`src/hw/rtl/rbcb_pkg.sv`:
```
// Shared types, field widths, codes and reset values for the retry/breaker core.
// Used by the channel interfaces, the top level and the testbench.
package rbcb_pkg;

  // Field widths of the request and result channels.
  localparam int unsigned MODE_W     = 1;
  localparam int unsigned ENDPOINT_W = 4;
  localparam int unsigned OUTCOME_W  = 2;
  localparam int unsigned DRAW_W     = 16;
  localparam int unsigned TIME_W     = 32;
  localparam int unsigned ACTION_W   = 2;
  localparam int unsigned STATUS_W   = 2;
  localparam int unsigned DELAY_W    = 25;

  // Configuration register widths.
  localparam int unsigned RETRIES_W   = 4;
  localparam int unsigned BASE_W      = 16;
  localparam int unsigned BACKOFF_W   = 24;
  localparam int unsigned JITTER_W    = 8;
  localparam int unsigned THRESHOLD_W = 8;
  localparam int unsigned FAILCNT_W   = 8;

  // Configuration port.
  localparam int unsigned CFG_IDX_W  = 3;
  localparam int unsigned CFG_DATA_W = 32;

  // Register indexes.
  localparam logic [CFG_IDX_W-1:0] REG_RETRY_LIMIT    = 3'd0;
  localparam logic [CFG_IDX_W-1:0] REG_BASE_DELAY     = 3'd1;
  localparam logic [CFG_IDX_W-1:0] REG_MAX_BACKOFF    = 3'd2;
  localparam logic [CFG_IDX_W-1:0] REG_JITTER_FRAC    = 3'd3;
  localparam logic [CFG_IDX_W-1:0] REG_FAIL_THRESHOLD = 3'd4;
  localparam logic [CFG_IDX_W-1:0] REG_BREAKER_RESET  = 3'd5;

  // Register reset values.
  localparam logic [RETRIES_W-1:0]   RETRY_LIMIT_RST    = 4'd3;
  localparam logic [BASE_W-1:0]      BASE_DELAY_RST     = 16'd100;
  localparam logic [BACKOFF_W-1:0]   MAX_BACKOFF_RST    = 24'd5000;
  localparam logic [JITTER_W-1:0]    JITTER_FRAC_RST    = 8'd64;
  localparam logic [THRESHOLD_W-1:0] FAIL_THRESHOLD_RST = 8'd5;
  localparam logic [TIME_W-1:0]      BREAKER_RESET_RST  = 32'd30000;

  // Default number of breaker entries.
  localparam int unsigned ENDPOINT_COUNT_DEF = 16;

  // Number of distinct endpoint codes on the request channel.
  localparam int unsigned EP_CODES = 2 ** ENDPOINT_W;

  // Serial multiplier sizing: the accumulator holds draw times (2j + 1).
  localparam int unsigned ACC_W   = DELAY_W + DRAW_W;
  localparam int unsigned SHIFT_W = BASE_W + 2 ** RETRIES_W - 1;

  // Request kinds.
  localparam logic [MODE_W-1:0] MODE_START   = 1'b0;
  localparam logic [MODE_W-1:0] MODE_OUTCOME = 1'b1;

  // Attempt outcomes.
  localparam logic [OUTCOME_W-1:0] OUT_OK        = 2'd0;
  localparam logic [OUTCOME_W-1:0] OUT_RETRYABLE = 2'd1;

  typedef enum logic [ACTION_W-1:0] {
    ACT_SUBMIT = 2'd0,
    ACT_WAIT   = 2'd1,
    ACT_FINISH = 2'd2,
    ACT_ERROR  = 2'd3
  } action_e;

  typedef enum logic [STATUS_W-1:0] {
    STS_OK           = 2'd0,
    STS_RETRYABLE    = 2'd1,
    STS_NONRETRYABLE = 2'd2,
    STS_BREAKER_OPEN = 2'd3
  } status_e;

  // One breaker entry as kept in the endpoint RAM.
  typedef struct packed {
    logic [FAILCNT_W-1:0] fail_cnt;
    logic [TIME_W-1:0]    fail_time;
  } ep_entry_t;

endpackage

```
`src/hw/rtl/rbcb_in_if.sv`:
```
// Request channel: valid/ready handshake carrying one start or outcome item.
// Depends on rbcb_pkg for the field widths.
interface rbcb_in_if;
  logic                                valid;
  logic                                ready;
  logic [rbcb_pkg::MODE_W-1:0]         mode;
  logic [rbcb_pkg::ENDPOINT_W-1:0]     endpoint;
  logic [rbcb_pkg::OUTCOME_W-1:0]      outcome;
  logic [rbcb_pkg::DRAW_W-1:0]         random_draw;
  logic [rbcb_pkg::TIME_W-1:0]         now_ms;

  modport source (output valid, mode, endpoint, outcome, random_draw, now_ms,
                  input ready);
  modport sink (input valid, mode, endpoint, outcome, random_draw, now_ms,
                output ready);
endinterface

```
`src/hw/rtl/rbcb_out_if.sv`:
```
// Result channel: valid/ready handshake carrying one result item.
// Depends on rbcb_pkg for the field widths.
interface rbcb_out_if;
  logic                              valid;
  logic                              ready;
  logic [rbcb_pkg::ACTION_W-1:0]     action;
  logic [rbcb_pkg::STATUS_W-1:0]     final_status;
  logic [rbcb_pkg::DELAY_W-1:0]      delay_ms;
  logic                              breaker_opened;

  modport source (output valid, action, final_status, delay_ms, breaker_opened,
                  input ready);
  modport sink (input valid, action, final_status, delay_ms, breaker_opened,
                output ready);
endinterface

```
`src/hw/rtl/retry_backoff_circuit_breaker_core.sv`:
```
// Retry controller with per-endpoint circuit breakers and jittered backoff.
// Depends on rbcb_pkg, rbcb_in_if, rbcb_out_if and rbcb_ram.
//
// Usage: a request on in_i is either a start (mode 0, checks the breaker of
// the chosen endpoint) or an outcome report for the current attempt (mode 1).
// Every request produces exactly one result on out_o: submit, wait with a
// delay, finished with a status, or protocol error. Registers are to be written
// on the cfg_* port only while the block is idle; the block does not enforce it.
//
// Timing: a request is taken only while the controller is idle. A request
// that needs no backoff passes through the decide and done states before its
// result is registered. A retryable outcome that computes a delay runs a
// bit-serial shift-add multiplier: 8 steps for the jitter width, then 16 steps
// over the random draw, with a middle step between and a sum step after (the
// second pass is skipped if the jitter amount is zero).
//
// Reset clears all breakers, failure counts and times (per-entry valid bits
// make unwritten RAM entries read as zero), and loads the register defaults.
// The result register decouples the sides: a new request is taken while a
// result waits; a stalled receiver holds the result and the next one waits.
module retry_backoff_circuit_breaker_core #(
  parameter int unsigned ENDPOINT_COUNT = rbcb_pkg::ENDPOINT_COUNT_DEF
) (
  input  logic                               clk_i,
  input  logic                               rst_ni,
  input  logic                               cfg_we_i,
  input  logic [rbcb_pkg::CFG_IDX_W-1:0]     cfg_idx_i,
  input  logic [rbcb_pkg::CFG_DATA_W-1:0]    cfg_wdata_i,
  rbcb_in_if.sink                            in_i,
  rbcb_out_if.source                         out_o
);

  localparam int unsigned EP_W   = (ENDPOINT_COUNT > 1) ? $clog2(ENDPOINT_COUNT) : 1;
  localparam int unsigned STEP_W = $clog2(rbcb_pkg::DRAW_W);
  localparam logic [STEP_W-1:0] MUL1_LAST = STEP_W'(rbcb_pkg::JITTER_W - 1);
  localparam logic [STEP_W-1:0] MUL2_LAST = STEP_W'(rbcb_pkg::DRAW_W - 1);

  typedef enum logic [6:0] {
    ST_IDLE   = 7'b0000001,
    ST_DECIDE = 7'b0000010,
    ST_MUL1   = 7'b0000100,
    ST_MID    = 7'b0001000,
    ST_MUL2   = 7'b0010000,
    ST_SUM    = 7'b0100000,
    ST_DONE   = 7'b1000000
  } state_e;

  // Configuration registers.
  logic [rbcb_pkg::RETRIES_W-1:0]   retry_limit_q;
  logic [rbcb_pkg::BASE_W-1:0]      base_delay_q;
  logic [rbcb_pkg::BACKOFF_W-1:0]   max_backoff_q;
  logic [rbcb_pkg::JITTER_W-1:0]    jitter_frac_q;
  logic [rbcb_pkg::THRESHOLD_W-1:0] fail_thresh_q;
  logic [rbcb_pkg::TIME_W-1:0]      brk_reset_q;

  always_ff @(posedge clk_i or negedge rst_ni) begin
    if (!rst_ni) begin
      retry_limit_q <= rbcb_pkg::RETRY_LIMIT_RST;
      base_delay_q  <= rbcb_pkg::BASE_DELAY_RST;
      max_backoff_q <= rbcb_pkg::MAX_BACKOFF_RST;
      jitter_frac_q <= rbcb_pkg::JITTER_FRAC_RST;
      fail_thresh_q <= rbcb_pkg::FAIL_THRESHOLD_RST;
      brk_reset_q   <= rbcb_pkg::BREAKER_RESET_RST;
    end else if (cfg_we_i) begin
      case (cfg_idx_i)
        rbcb_pkg::REG_RETRY_LIMIT:    retry_limit_q <= cfg_wdata_i[rbcb_pkg::RETRIES_W-1:0];
        rbcb_pkg::REG_BASE_DELAY:     base_delay_q  <= cfg_wdata_i[rbcb_pkg::BASE_W-1:0];
        rbcb_pkg::REG_MAX_BACKOFF:    max_backoff_q <= cfg_wdata_i[rbcb_pkg::BACKOFF_W-1:0];
        rbcb_pkg::REG_JITTER_FRAC:    jitter_frac_q <= cfg_wdata_i[rbcb_pkg::JITTER_W-1:0];
        rbcb_pkg::REG_FAIL_THRESHOLD: fail_thresh_q <= cfg_wdata_i[rbcb_pkg::THRESHOLD_W-1:0];
        rbcb_pkg::REG_BREAKER_RESET:  brk_reset_q   <= cfg_wdata_i[rbcb_pkg::TIME_W-1:0];
        default: ;
      endcase
    end
  end

  // Endpoint code to breaker entry, folded at elaboration.
  logic [EP_W-1:0] ep_map [rbcb_pkg::EP_CODES];
  for (genvar g = 0; g < rbcb_pkg::EP_CODES; g++) begin : g_ep_map
    assign ep_map[g] = EP_W'(g % ENDPOINT_COUNT);
  end

  // Control and datapath registers.
  state_e state_q, state_d;
  logic   busy_q, busy_d;
  logic [EP_W-1:0] cur_ep_q, cur_ep_d;
  logic [rbcb_pkg::RETRIES_W-1:0] attempt_q, attempt_d;
  logic [ENDPOINT_COUNT-1:0] bo_q, bo_d;
  logic [ENDPOINT_COUNT-1:0] ent_vld_q, ent_vld_d;

  logic [rbcb_pkg::MODE_W-1:0]    mode_q;
  logic [rbcb_pkg::OUTCOME_W-1:0] outcome_q;
  logic [rbcb_pkg::DRAW_W-1:0]    draw_q;
  logic [rbcb_pkg::TIME_W-1:0]    now_q;
  logic [EP_W-1:0]                ep_q;

  logic [rbcb_pkg::BACKOFF_W-1:0] b_q, b_d;
  logic [rbcb_pkg::BACKOFF_W-1:0] j_q, j_d;
  logic [rbcb_pkg::ACC_W-1:0]     acc_q, acc_d;
  logic [rbcb_pkg::DELAY_W-1:0]   mcand_q, mcand_d;
  logic [rbcb_pkg::DRAW_W-1:0]    mplier_q, mplier_d;
  logic [STEP_W-1:0]              step_q, step_d;

  rbcb_pkg::action_e            res_act_q, res_act_d;
  rbcb_pkg::status_e            res_sts_q, res_sts_d;
  logic [rbcb_pkg::DELAY_W-1:0] res_delay_q, res_delay_d;
  logic                         res_open_q, res_open_d;

  logic                         out_vld_q;
  rbcb_pkg::action_e            out_act_q;
  rbcb_pkg::status_e            out_sts_q;
  logic [rbcb_pkg::DELAY_W-1:0] out_delay_q;
  logic                         out_open_q;

  logic in_fire;
  logic out_load;

  // Endpoint RAM signals.
  logic                  ram_we;
  logic [EP_W-1:0]       rd_addr;
  rbcb_pkg::ep_entry_t   ram_wdata;
  rbcb_pkg::ep_entry_t   ram_rdata;
  rbcb_pkg::ep_entry_t   ent;

  // Decision helpers.
  logic [rbcb_pkg::TIME_W-1:0]    age;
  logic                           expired;
  logic [rbcb_pkg::SHIFT_W-1:0]   shifted;
  logic [rbcb_pkg::BACKOFF_W-1:0] b_cap;
  logic [rbcb_pkg::FAILCNT_W-1:0] cnt_inc;
  logic [rbcb_pkg::BACKOFF_W-1:0] j_new;

  assign in_i.ready = (state_q == ST_IDLE);
  assign in_fire    = in_i.valid & in_i.ready;

  // The entry is read at acceptance; its data is ready in the decide cycle.
  assign rd_addr = (in_i.mode == rbcb_pkg::MODE_OUTCOME) ? cur_ep_q : ep_map[in_i.endpoint];

  rbcb_ram #(
    .WIDTH ($bits(rbcb_pkg::ep_entry_t)),
    .DEPTH (ENDPOINT_COUNT)
  ) u_ep_ram (
    .clk_i   (clk_i),
    .we_i    (ram_we),
    .waddr_i (ep_q),
    .wdata_i (ram_wdata),
    .re_i    (in_fire),
    .raddr_i (rd_addr),
    .rdata_o (ram_rdata)
  );

  // Entries never written read as zero.
  assign ent = ent_vld_q[ep_q] ? ram_rdata : '0;

  assign age     = now_q - ent.fail_time;
  assign expired = age > brk_reset_q;
  assign shifted = {{(rbcb_pkg::SHIFT_W - rbcb_pkg::BASE_W){1'b0}}, base_delay_q} << attempt_q;
  assign b_cap   = (shifted > {{(rbcb_pkg::SHIFT_W - rbcb_pkg::BACKOFF_W){1'b0}}, max_backoff_q})
                   ? max_backoff_q : shifted[rbcb_pkg::BACKOFF_W-1:0];
  assign cnt_inc = (ent.fail_cnt == '1) ? ent.fail_cnt : ent.fail_cnt + 1'b1;
  assign j_new   = acc_q[rbcb_pkg::JITTER_W +: rbcb_pkg::BACKOFF_W];

  // Request decision and backoff sequencing.
  always_comb begin
    state_d     = state_q;
    busy_d      = busy_q;
    cur_ep_d    = cur_ep_q;
    attempt_d   = attempt_q;
    bo_d        = bo_q;
    ent_vld_d   = ent_vld_q;
    b_d         = b_q;
    j_d         = j_q;
    acc_d       = acc_q;
    mcand_d     = mcand_q;
    mplier_d    = mplier_q;
    step_d      = step_q;
    res_act_d   = res_act_q;
    res_sts_d   = res_sts_q;
    res_delay_d = res_delay_q;
    res_open_d  = res_open_q;
    ram_we      = 1'b0;
    ram_wdata   = ent;

    case (state_q)
      ST_IDLE: begin
        if (in_fire) begin
          state_d = ST_DECIDE;
        end
      end

      ST_DECIDE: begin
        state_d     = ST_DONE;
        res_act_d   = rbcb_pkg::ACT_SUBMIT;
        res_sts_d   = rbcb_pkg::STS_OK;
        res_delay_d = '0;
        res_open_d  = 1'b0;
        if (mode_q == rbcb_pkg::MODE_START) begin
          if (busy_q) begin
            res_act_d = rbcb_pkg::ACT_ERROR;
          end else if (bo_q[ep_q] && !expired) begin
            res_act_d = rbcb_pkg::ACT_FINISH;
            res_sts_d = rbcb_pkg::STS_BREAKER_OPEN;
          end else begin
            // An open breaker whose hold time has passed closes here.
            if (bo_q[ep_q]) begin
              bo_d[ep_q]         = 1'b0;
              ram_we             = 1'b1;
              ram_wdata.fail_cnt = '0;
              ent_vld_d[ep_q]    = 1'b1;
            end
            busy_d    = 1'b1;
            cur_ep_d  = ep_q;
            attempt_d = '0;
          end
        end else if (!busy_q) begin
          res_act_d = rbcb_pkg::ACT_ERROR;
        end else begin
          case (outcome_q)
            rbcb_pkg::OUT_OK: begin
              ram_we             = 1'b1;
              ram_wdata.fail_cnt = '0;
              ent_vld_d[ep_q]    = 1'b1;
              busy_d             = 1'b0;
              res_act_d          = rbcb_pkg::ACT_FINISH;
              res_sts_d          = rbcb_pkg::STS_OK;
            end
            rbcb_pkg::OUT_RETRYABLE: begin
              if (attempt_q < retry_limit_q) begin
                // Start the serial multiply of the capped backoff by the jitter.
                b_d       = b_cap;
                attempt_d = attempt_q + 1'b1;
                res_act_d = rbcb_pkg::ACT_WAIT;
                mcand_d   = {1'b0, b_cap};
                mplier_d  = {jitter_frac_q, {(rbcb_pkg::DRAW_W - rbcb_pkg::JITTER_W){1'b0}}};
                acc_d     = '0;
                step_d    = '0;
                state_d   = ST_MUL1;
              end else begin
                // Retries used up: record the failure.
                ram_we              = 1'b1;
                ram_wdata.fail_cnt  = cnt_inc;
                ram_wdata.fail_time = now_q;
                ent_vld_d[ep_q]     = 1'b1;
                if (cnt_inc >= fail_thresh_q) begin
                  res_open_d = !bo_q[ep_q];
                  bo_d[ep_q] = 1'b1;
                end
                busy_d    = 1'b0;
                res_act_d = rbcb_pkg::ACT_FINISH;
                res_sts_d = rbcb_pkg::STS_RETRYABLE;
              end
            end
            default: begin
              busy_d    = 1'b0;
              res_act_d = rbcb_pkg::ACT_FINISH;
              res_sts_d = rbcb_pkg::STS_NONRETRYABLE;
            end
          endcase
        end
      end

      ST_MUL1, ST_MUL2: begin
        // One multiplier bit per cycle, most significant first.
        acc_d    = {acc_q[rbcb_pkg::ACC_W-2:0], 1'b0}
                   + (mplier_q[rbcb_pkg::DRAW_W-1]
                      ? {{rbcb_pkg::DRAW_W{1'b0}}, mcand_q} : '0);
        mplier_d = {mplier_q[rbcb_pkg::DRAW_W-2:0], 1'b0};
        step_d   = step_q + 1'b1;
        if (state_q == ST_MUL1 && step_q == MUL1_LAST) begin
          state_d = ST_MID;
        end else if (state_q == ST_MUL2 && step_q == MUL2_LAST) begin
          state_d = ST_SUM;
        end
      end

      ST_MID: begin
        // Jitter span known: either no jitter, or scale the draw by 2j + 1.
        if (j_new == '0) begin
          res_delay_d = {1'b0, b_q};
          state_d     = ST_DONE;
        end else begin
          j_d      = j_new;
          mcand_d  = {j_new, 1'b1};
          mplier_d = draw_q;
          acc_d    = '0;
          step_d   = '0;
          state_d  = ST_MUL2;
        end
      end

      ST_SUM: begin
        res_delay_d = {1'b0, b_q} - {1'b0, j_q}
                      + acc_q[rbcb_pkg::ACC_W-1:rbcb_pkg::DRAW_W];
        state_d     = ST_DONE;
      end

      ST_DONE: begin
        if (out_load) begin
          state_d = ST_IDLE;
        end
      end

      default: begin
        state_d = ST_IDLE;
      end
    endcase
  end

  assign out_load = (state_q == ST_DONE) && (!out_vld_q || out_o.ready);

  // Control state.
  always_ff @(posedge clk_i or negedge rst_ni) begin
    if (!rst_ni) begin
      state_q   <= ST_IDLE;
      busy_q    <= 1'b0;
      cur_ep_q  <= '0;
      attempt_q <= '0;
      bo_q      <= '0;
      ent_vld_q <= '0;
      out_vld_q <= 1'b0;
    end else begin
      state_q   <= state_d;
      busy_q    <= busy_d;
      cur_ep_q  <= cur_ep_d;
      attempt_q <= attempt_d;
      bo_q      <= bo_d;
      ent_vld_q <= ent_vld_d;
      if (out_load) begin
        out_vld_q <= 1'b1;
      end else if (out_o.ready) begin
        out_vld_q <= 1'b0;
      end
    end
  end

  // Request capture and datapath registers.
  always_ff @(posedge clk_i) begin
    if (in_fire) begin
      mode_q    <= in_i.mode;
      outcome_q <= in_i.outcome;
      draw_q    <= in_i.random_draw;
      now_q     <= in_i.now_ms;
      ep_q      <= rd_addr;
    end
    b_q         <= b_d;
    j_q         <= j_d;
    acc_q       <= acc_d;
    mcand_q     <= mcand_d;
    mplier_q    <= mplier_d;
    step_q      <= step_d;
    res_act_q   <= res_act_d;
    res_sts_q   <= res_sts_d;
    res_delay_q <= res_delay_d;
    res_open_q  <= res_open_d;
    if (out_load) begin
      out_act_q   <= res_act_q;
      out_sts_q   <= res_sts_q;
      out_delay_q <= res_delay_q;
      out_open_q  <= res_open_q;
    end
  end

  assign out_o.valid          = out_vld_q;
  assign out_o.action         = out_act_q;
  assign out_o.final_status   = out_sts_q;
  assign out_o.delay_ms       = out_delay_q;
  assign out_o.breaker_opened = out_open_q;

  // An accepted request is decided in the very next cycle.
  assert property (@(posedge clk_i) disable iff (!rst_ni)
    in_fire |=> state_q == ST_DECIDE)
    else $error("accepted request not decided next cycle");

  // Opening a breaker only happens on a finished, retryable request.
  assert property (@(posedge clk_i) disable iff (!rst_ni)
    (out_vld_q && out_open_q) |->
      (out_act_q == rbcb_pkg::ACT_FINISH && out_sts_q == rbcb_pkg::STS_RETRYABLE))
    else $error("breaker opened on a result that is not a retryable finish");

  // Status and delay stay zero unless the action uses them.
  assert property (@(posedge clk_i) disable iff (!rst_ni)
    (out_vld_q && out_act_q != rbcb_pkg::ACT_FINISH) |->
      (out_sts_q == rbcb_pkg::STS_OK && !out_open_q))
    else $error("status set on a result that is not a finish");

  assert property (@(posedge clk_i) disable iff (!rst_ni)
    (out_vld_q && out_act_q != rbcb_pkg::ACT_WAIT) |-> out_delay_q == '0)
    else $error("delay set on a result that is not a wait");

endmodule

```
`src/hw/rtl/rbcb_ram.sv`:
```
// Generic simple dual-port RAM: one write port, one read port, registered read.
// No dependencies.
module rbcb_ram #(
  parameter int unsigned WIDTH = 8,
  parameter int unsigned DEPTH = 16
) (
  input  logic                                      clk_i,
  input  logic                                      we_i,
  input  logic [((DEPTH > 1) ? $clog2(DEPTH) : 1)-1:0] waddr_i,
  input  logic [WIDTH-1:0]                          wdata_i,
  input  logic                                      re_i,
  input  logic [((DEPTH > 1) ? $clog2(DEPTH) : 1)-1:0] raddr_i,
  output logic [WIDTH-1:0]                          rdata_o
);

  logic [WIDTH-1:0] mem_q [DEPTH];
  logic [WIDTH-1:0] rdata_q;

  // Write port.
  always_ff @(posedge clk_i) begin
    if (we_i) begin
      mem_q[waddr_i] <= wdata_i;
    end
  end

  // Registered read port.
  always_ff @(posedge clk_i) begin
    if (re_i) begin
      rdata_q <= mem_q[raddr_i];
    end
  end

  assign rdata_o = rdata_q;

endmodule

```
`src/flat_wrapper.sv`:
```
// flat-port wrapper written by rule: the top's interface ports become plain ports
module retry_backoff_circuit_breaker_core_flat 
#(
  parameter int unsigned ENDPOINT_COUNT = rbcb_pkg::ENDPOINT_COUNT_DEF
)
  (clk_i, rst_ni, cfg_we_i, cfg_idx_i, cfg_wdata_i, in_i_valid, in_i_mode, in_i_endpoint, in_i_outcome, in_i_random_draw, in_i_now_ms, in_i_ready, out_o_valid, out_o_action, out_o_final_status, out_o_delay_ms, out_o_breaker_opened, out_o_ready);
  rbcb_in_if in_i_i ();
  rbcb_out_if out_o_i ();
  input  logic clk_i;
  input  logic rst_ni;
  input  logic cfg_we_i;
  input  logic [rbcb_pkg::CFG_IDX_W-1:0] cfg_idx_i;
  input  logic [rbcb_pkg::CFG_DATA_W-1:0] cfg_wdata_i;
  input wire logic [$bits(in_i_i.valid)-1:0] in_i_valid;
  input wire logic [$bits(in_i_i.mode)-1:0] in_i_mode;
  input wire logic [$bits(in_i_i.endpoint)-1:0] in_i_endpoint;
  input wire logic [$bits(in_i_i.outcome)-1:0] in_i_outcome;
  input wire logic [$bits(in_i_i.random_draw)-1:0] in_i_random_draw;
  input wire logic [$bits(in_i_i.now_ms)-1:0] in_i_now_ms;
  output wire logic [$bits(in_i_i.ready)-1:0] in_i_ready;
  output wire logic [$bits(out_o_i.valid)-1:0] out_o_valid;
  output wire logic [$bits(out_o_i.action)-1:0] out_o_action;
  output wire logic [$bits(out_o_i.final_status)-1:0] out_o_final_status;
  output wire logic [$bits(out_o_i.delay_ms)-1:0] out_o_delay_ms;
  output wire logic [$bits(out_o_i.breaker_opened)-1:0] out_o_breaker_opened;
  input wire logic [$bits(out_o_i.ready)-1:0] out_o_ready;
  assign in_i_i.valid = in_i_valid;
  assign in_i_i.mode = in_i_mode;
  assign in_i_i.endpoint = in_i_endpoint;
  assign in_i_i.outcome = in_i_outcome;
  assign in_i_i.random_draw = in_i_random_draw;
  assign in_i_i.now_ms = in_i_now_ms;
  assign in_i_ready = in_i_i.ready;
  assign out_o_valid = out_o_i.valid;
  assign out_o_action = out_o_i.action;
  assign out_o_final_status = out_o_i.final_status;
  assign out_o_delay_ms = out_o_i.delay_ms;
  assign out_o_breaker_opened = out_o_i.breaker_opened;
  assign out_o_i.ready = out_o_ready;
  retry_backoff_circuit_breaker_core #(.ENDPOINT_COUNT(ENDPOINT_COUNT)) u_core (.clk_i(clk_i), .rst_ni(rst_ni), .cfg_we_i(cfg_we_i), .cfg_idx_i(cfg_idx_i), .cfg_wdata_i(cfg_wdata_i), .in_i(in_i_i), .out_o(out_o_i));
endmodule
```
`config.mk`:
```
export PLATFORM = sky130hd
export DESIGN_NAME = retry_backoff_circuit_breaker_core_flat
export DESIGN_NICKNAME = d
export VERILOG_FILES = /design/src/hw/rtl/rbcb_pkg.sv /design/src/hw/rtl/rbcb_in_if.sv /design/src/hw/rtl/rbcb_out_if.sv /design/src/hw/rtl/retry_backoff_circuit_breaker_core.sv /design/src/hw/rtl/rbcb_ram.sv /design/src/flat_wrapper.sv
export SDC_FILE = /design/constraint.sdc
export NUM_CORES = 2
export LEC_CHECK = 0
export BUFFER_PORTS_ARGS = -buffer_cell sky130_fd_sc_hd__buf_2
export CORE_MARGIN = 4
export CORE_UTILIZATION = 34
export DETAILED_ROUTE_END_ITERATION = 6
export SLEW_MARGIN = 20
export SYNTH_ARGS = -nofsm -noshare
export SYNTH_HDL_FRONTEND = slang
export SYNTH_SLANG_ARGS = --single-unit
```
`constraint.sdc`:
```
create_clock -name clk_i -period 14.3 [get_ports clk_i]
set_input_delay 1.43 -clock clk_i [delete_from_list [all_inputs] [get_ports clk_i]]
set_output_delay 1.43 -clock clk_i [all_outputs]
set_load 0.02 [all_outputs]
```
==> results.txt <==
- Worst-case setup margin in the final layout: 5.74 ns
* Total grt overflow: 0
- The design draws 9900 uW.
- Counting flops and latches in the post-synthesis netlist gives 1,070.
* Synth async-reset ratio: 0.132
- Number of buffers added for setup after CTS: 0
- Buffers inserted to repair hold after CTS numbered 0.
- The routed design has 129,000 um of wire.
- The cell count after synthesis came out at 4,104.
- Slew Limit Fails: 0
- The first global-routing pass estimated 194,000 um of wire.
- Residual DRC: 0
* Final Instance Count excl. Fillers: 6,213
- Power per Cell Area: 176 nW/um2
* Unrepaired setup endpoints after global routing: false
- In this run the standard cell core region covers 144,000 um2.
* Die area: 151,000 um2
- The critical path is of the flop to flop type.
- TritonCTS built the clock tree.
- Counting every sink on the clock net gives 1,070.
- The wire-length estimate of the detail-placed layout is 81,100 um.
* Chip Height: 389 um
* Synth warnings: 0
- In the post-synthesis netlist, the biggest area contributors are sky130_fd_sc_hd__edfxtp_1, sky130_fd_sc_hd__nand2_1, sky130_fd_sc_hd__dfrtp_1.
- Share of cells above drive strength 1: 0.135
- Synthesis produced a netlist with a net count of 4,378.
- Logic depth of the worst register-to-register path: 26
* Final Setup Violations: 0
- In this run, placement finished with an instance count of 5,999.
* Via total after detailed routing: 32,200
* Length of the first detailed-routing pass in iterations: 6
- The worst-case IR drop observed on VDD is 0.129 mV.
* Pin count of the biggest net entering global routing: 122
* Post-detailed-route count of antenna-violating nets: 0
* Die width: 389 um
* Final worst-path cycle share: 0.599
- The library cell used most frequently in the layout, excluding fill and tap cells, is sky130_fd_sc_hd__edfxtp_1.
- At the end of the flow, the number of nets in the layout was 4,481.
- Post-synthesis instance area: 49,300 um2
- Summed over all cells, the static leakage comes to 0.0209 uW.
* Startpoint kind of the worst setup timing path: flop
- Worst path required time: 14.64 ns
* CTS Buf Count: 109
* PostCTS Resize Cnt: 0
- Reported max-cap violation count: 0
- At the later pin of the worst-skew pair, clock insertion delay measures 0.76 ns.
- Worst-margin pin slew: 1.12 ns
* Area Growth Syn to Fin: 14.0%
* Placer's final routability congestion estimate: 0.862
- STA classifies the critical path endpoint as a flop.
- Top FF cell, synth: sky130_fd_sc_hd__edfxtp_1
- During I/O placement, the number of pins put on the boundary was 127.
* Site Rows: 139
- Initial antenna violation count: 18
* Number of synthesized flops with an enable pin: 929
- Relative max-transition margin: 0.251
* Clock slew at reported path FFs: 0.06 ns
- Across every metal layer, demand over resource in global routing totals 0.167.
* Maximum net fanout on the critical path: 43
- Buffers placed on the I/O ports in this run total 126.
- The H-tree was split into 3 levels.
- For this block, the initial DRC count from the detailed router was 3,008.
- The top cell types in the final layout, fill and taps aside, are sky130_fd_sc_hd__edfxtp_1, sky130_fd_sc_hd__nand2_1, sky130_fd_sc_hd__nand3_1.
* Sequential area share after synthesis: 0.639
* Post-Route Skew: 0.0631 ns
- The routed design could run at a clock period as short as 8.56 ns.
- The flow ran to the end, and the final reports show no timing, DRC or antenna violations.
* Per-instance average area after synthesis: 12.0 um2
- The netlist uses 79 different library cells.
- For the final routed database, the setup TNS stands at 0 ns.
* Maximum buffer depth of the clock tree: 3
- In the routed layout, each cell is associated on average with a via count of 5.19.
- The worst hold path passes through 0 cells.
* Via count of the first global-routing pass: 30,800
- Of all cell types, the one taking the most synthesized area is sky130_fd_sc_hd__edfxtp_1.
- At the worst endpoint, the arrival time is 8.90 ns.
* Type of the most critical hold path: flop to flop
* Max Clock Freq: 0.117 GHz
- Utilization of the core after routing: 0.390
- At the placement stage, the worst setup path has a slack of 5.59 ns.
* Final routed wire length divided by cell count: 20.8 um
- Fraction of post-synthesis cell area in the top cell type by area: 0.566
- Initial core utilization: 0.342
- CTS placed an instance of sky130_fd_sc_hd__clkbuf_16 at the clock tree root.
* Number of failing hold endpoints at the final stage: 0
layout make-up:
type | instances | area [um2]
antenna | 8 | 20.0
clock buffer | 132 | 2960
clock inverter | 74 | 873
fill | 13500 | 87700
inverter | 197 | 749
multi-input combinational | 2630 | 16500
sequential | 1070 | 31500
tap | 1903 | 2380
timing repair buffer | 199 | 1200
metal layers:
layer,vias to the layer above,part of all wire,track usage
met3,200,0.071,0.0271
met5,-,0.00029,0
met4,6,0.025,0.0457
met1,15900,0.43,0.234
met2,1051,0.47,0.270
li1,15100,-,-
power by group:
group	internal, uW	leakage, uW	switching (uW)
sequential	3810	0.00983	203
combinational	1080	0.00919	1800
clock	1750	0.00186	1250
worst paths after layout:
| path | startpoint | end | slack, ns |
|---|---|---|---|
| min in group asynchronous | rst_ni | u_core.ent_vld_q[14] | 0.74 |
| worst max-delay path | u_core.ep_q[0] | u_core.u_ep_ram.mem_q[3][8] | 5.74 |
| max in group asynchronous | rst_ni | u_core.brk_reset_q[30] | 12.18 |
| worst min register to register | u_core.res_delay_q[10] | u_core.out_o.delay_ms[10] | 0.42 |
| worst min-delay path | u_core.res_delay_q[10] | u_core.out_o.delay_ms[10] | 0.42 |
| worst max register to register | u_core.ep_q[0] | u_core.u_ep_ram.mem_q[3][8] | 5.74 |
logic make-up after synthesis:
family                   share of synthesized area
AND/OR/NAND/NOR                              0.144
flip-flops                                   0.639
AO/OA/AOI/OAI                               0.0825
buffers and inverters                       0.0317
adder cells (fa/ha/maj)                     0.0494
multiplexers                                0.0391
XOR/XNOR                                    0.0144
flip-flops by register name (all words and copies together), names as in the netlist, 25 cells and up, named ones only:
register                 cells
u_core.u_ep_ram.rdata_o     40
u_core.out_o.delay_ms       25
u_core.res_delay_q          25
u_core.brk_reset_q          32
u_core.mcand_q              25
u_core.now_q                32
u_core.acc_q                41
u_core.u_ep_ram.mem_q      640
per-stage QoR:
stage	instance area, um2	hold slack, ns
3_5_place_dp	52300	0.405
3_3_place_gp	52300	0.400
5_1_grt	56100	0.421
2_1_floorplan	49300	0.400
6_report	56100	0.416
4_1_cts	56100	0.419
worst max-delay path, stage by stage (launching register included):
cell and delay, ns:
sky130_fd_sc_hd__edfxtp_1 0.83, sky130_fd_sc_hd__mux4_2 0.60, sky130_fd_sc_hd__mux4_2 0.89, sky130_fd_sc_hd__and2_1 0.37
sky130_fd_sc_hd__ha_1 0.19, sky130_fd_sc_hd__inv_1 0.07, sky130_fd_sc_hd__fa_1 0.20, sky130_fd_sc_hd__a21oi_1 0.09
sky130_fd_sc_hd__o21ai_0 0.27, sky130_fd_sc_hd__nand3_1 0.18, sky130_fd_sc_hd__a2111o_1 0.50, sky130_fd_sc_hd__nand4b_1 0.16
sky130_fd_sc_hd__nand3_1 0.10, sky130_fd_sc_hd__and3_1 0.17, sky130_fd_sc_hd__o41ai_1 0.34, sky130_fd_sc_hd__a21oi_1 0.13
sky130_fd_sc_hd__xnor2_1 0.14, sky130_fd_sc_hd__ha_1 0.29, sky130_fd_sc_hd__nand4_1 0.12, sky130_fd_sc_hd__nor2_1 0.29
sky130_fd_sc_hd__nand3_1 0.11, sky130_fd_sc_hd__o211ai_1 0.45, sky130_fd_sc_hd__nand4_1 0.28, sky130_fd_sc_hd__a21o_1 0.22
sky130_fd_sc_hd__buf_4 0.28, sky130_fd_sc_hd__nor2_4 0.16, sky130_fd_sc_hd__buf_4 0.67
Yosys cell counts (56+ instances only):
library cell	instances
sky130_fd_sc_hd__mux2_2	87
sky130_fd_sc_hd__xnor2_1	56
sky130_fd_sc_hd__inv_1	192
sky130_fd_sc_hd__a21oi_1	111
sky130_fd_sc_hd__edfxtp_1	929
sky130_fd_sc_hd__a311oi_1	81
sky130_fd_sc_hd__nand2_1	862
sky130_fd_sc_hd__ha_1	153
sky130_fd_sc_hd__a21o_1	60
sky130_fd_sc_hd__nor2_1	132
sky130_fd_sc_hd__nand3_1	366
sky130_fd_sc_hd__o21ai_0	169
sky130_fd_sc_hd__dfrtp_1	120
sky130_fd_sc_hd__clkbuf_1	185
Note: power is estimated with default switching activity, not from simulation.
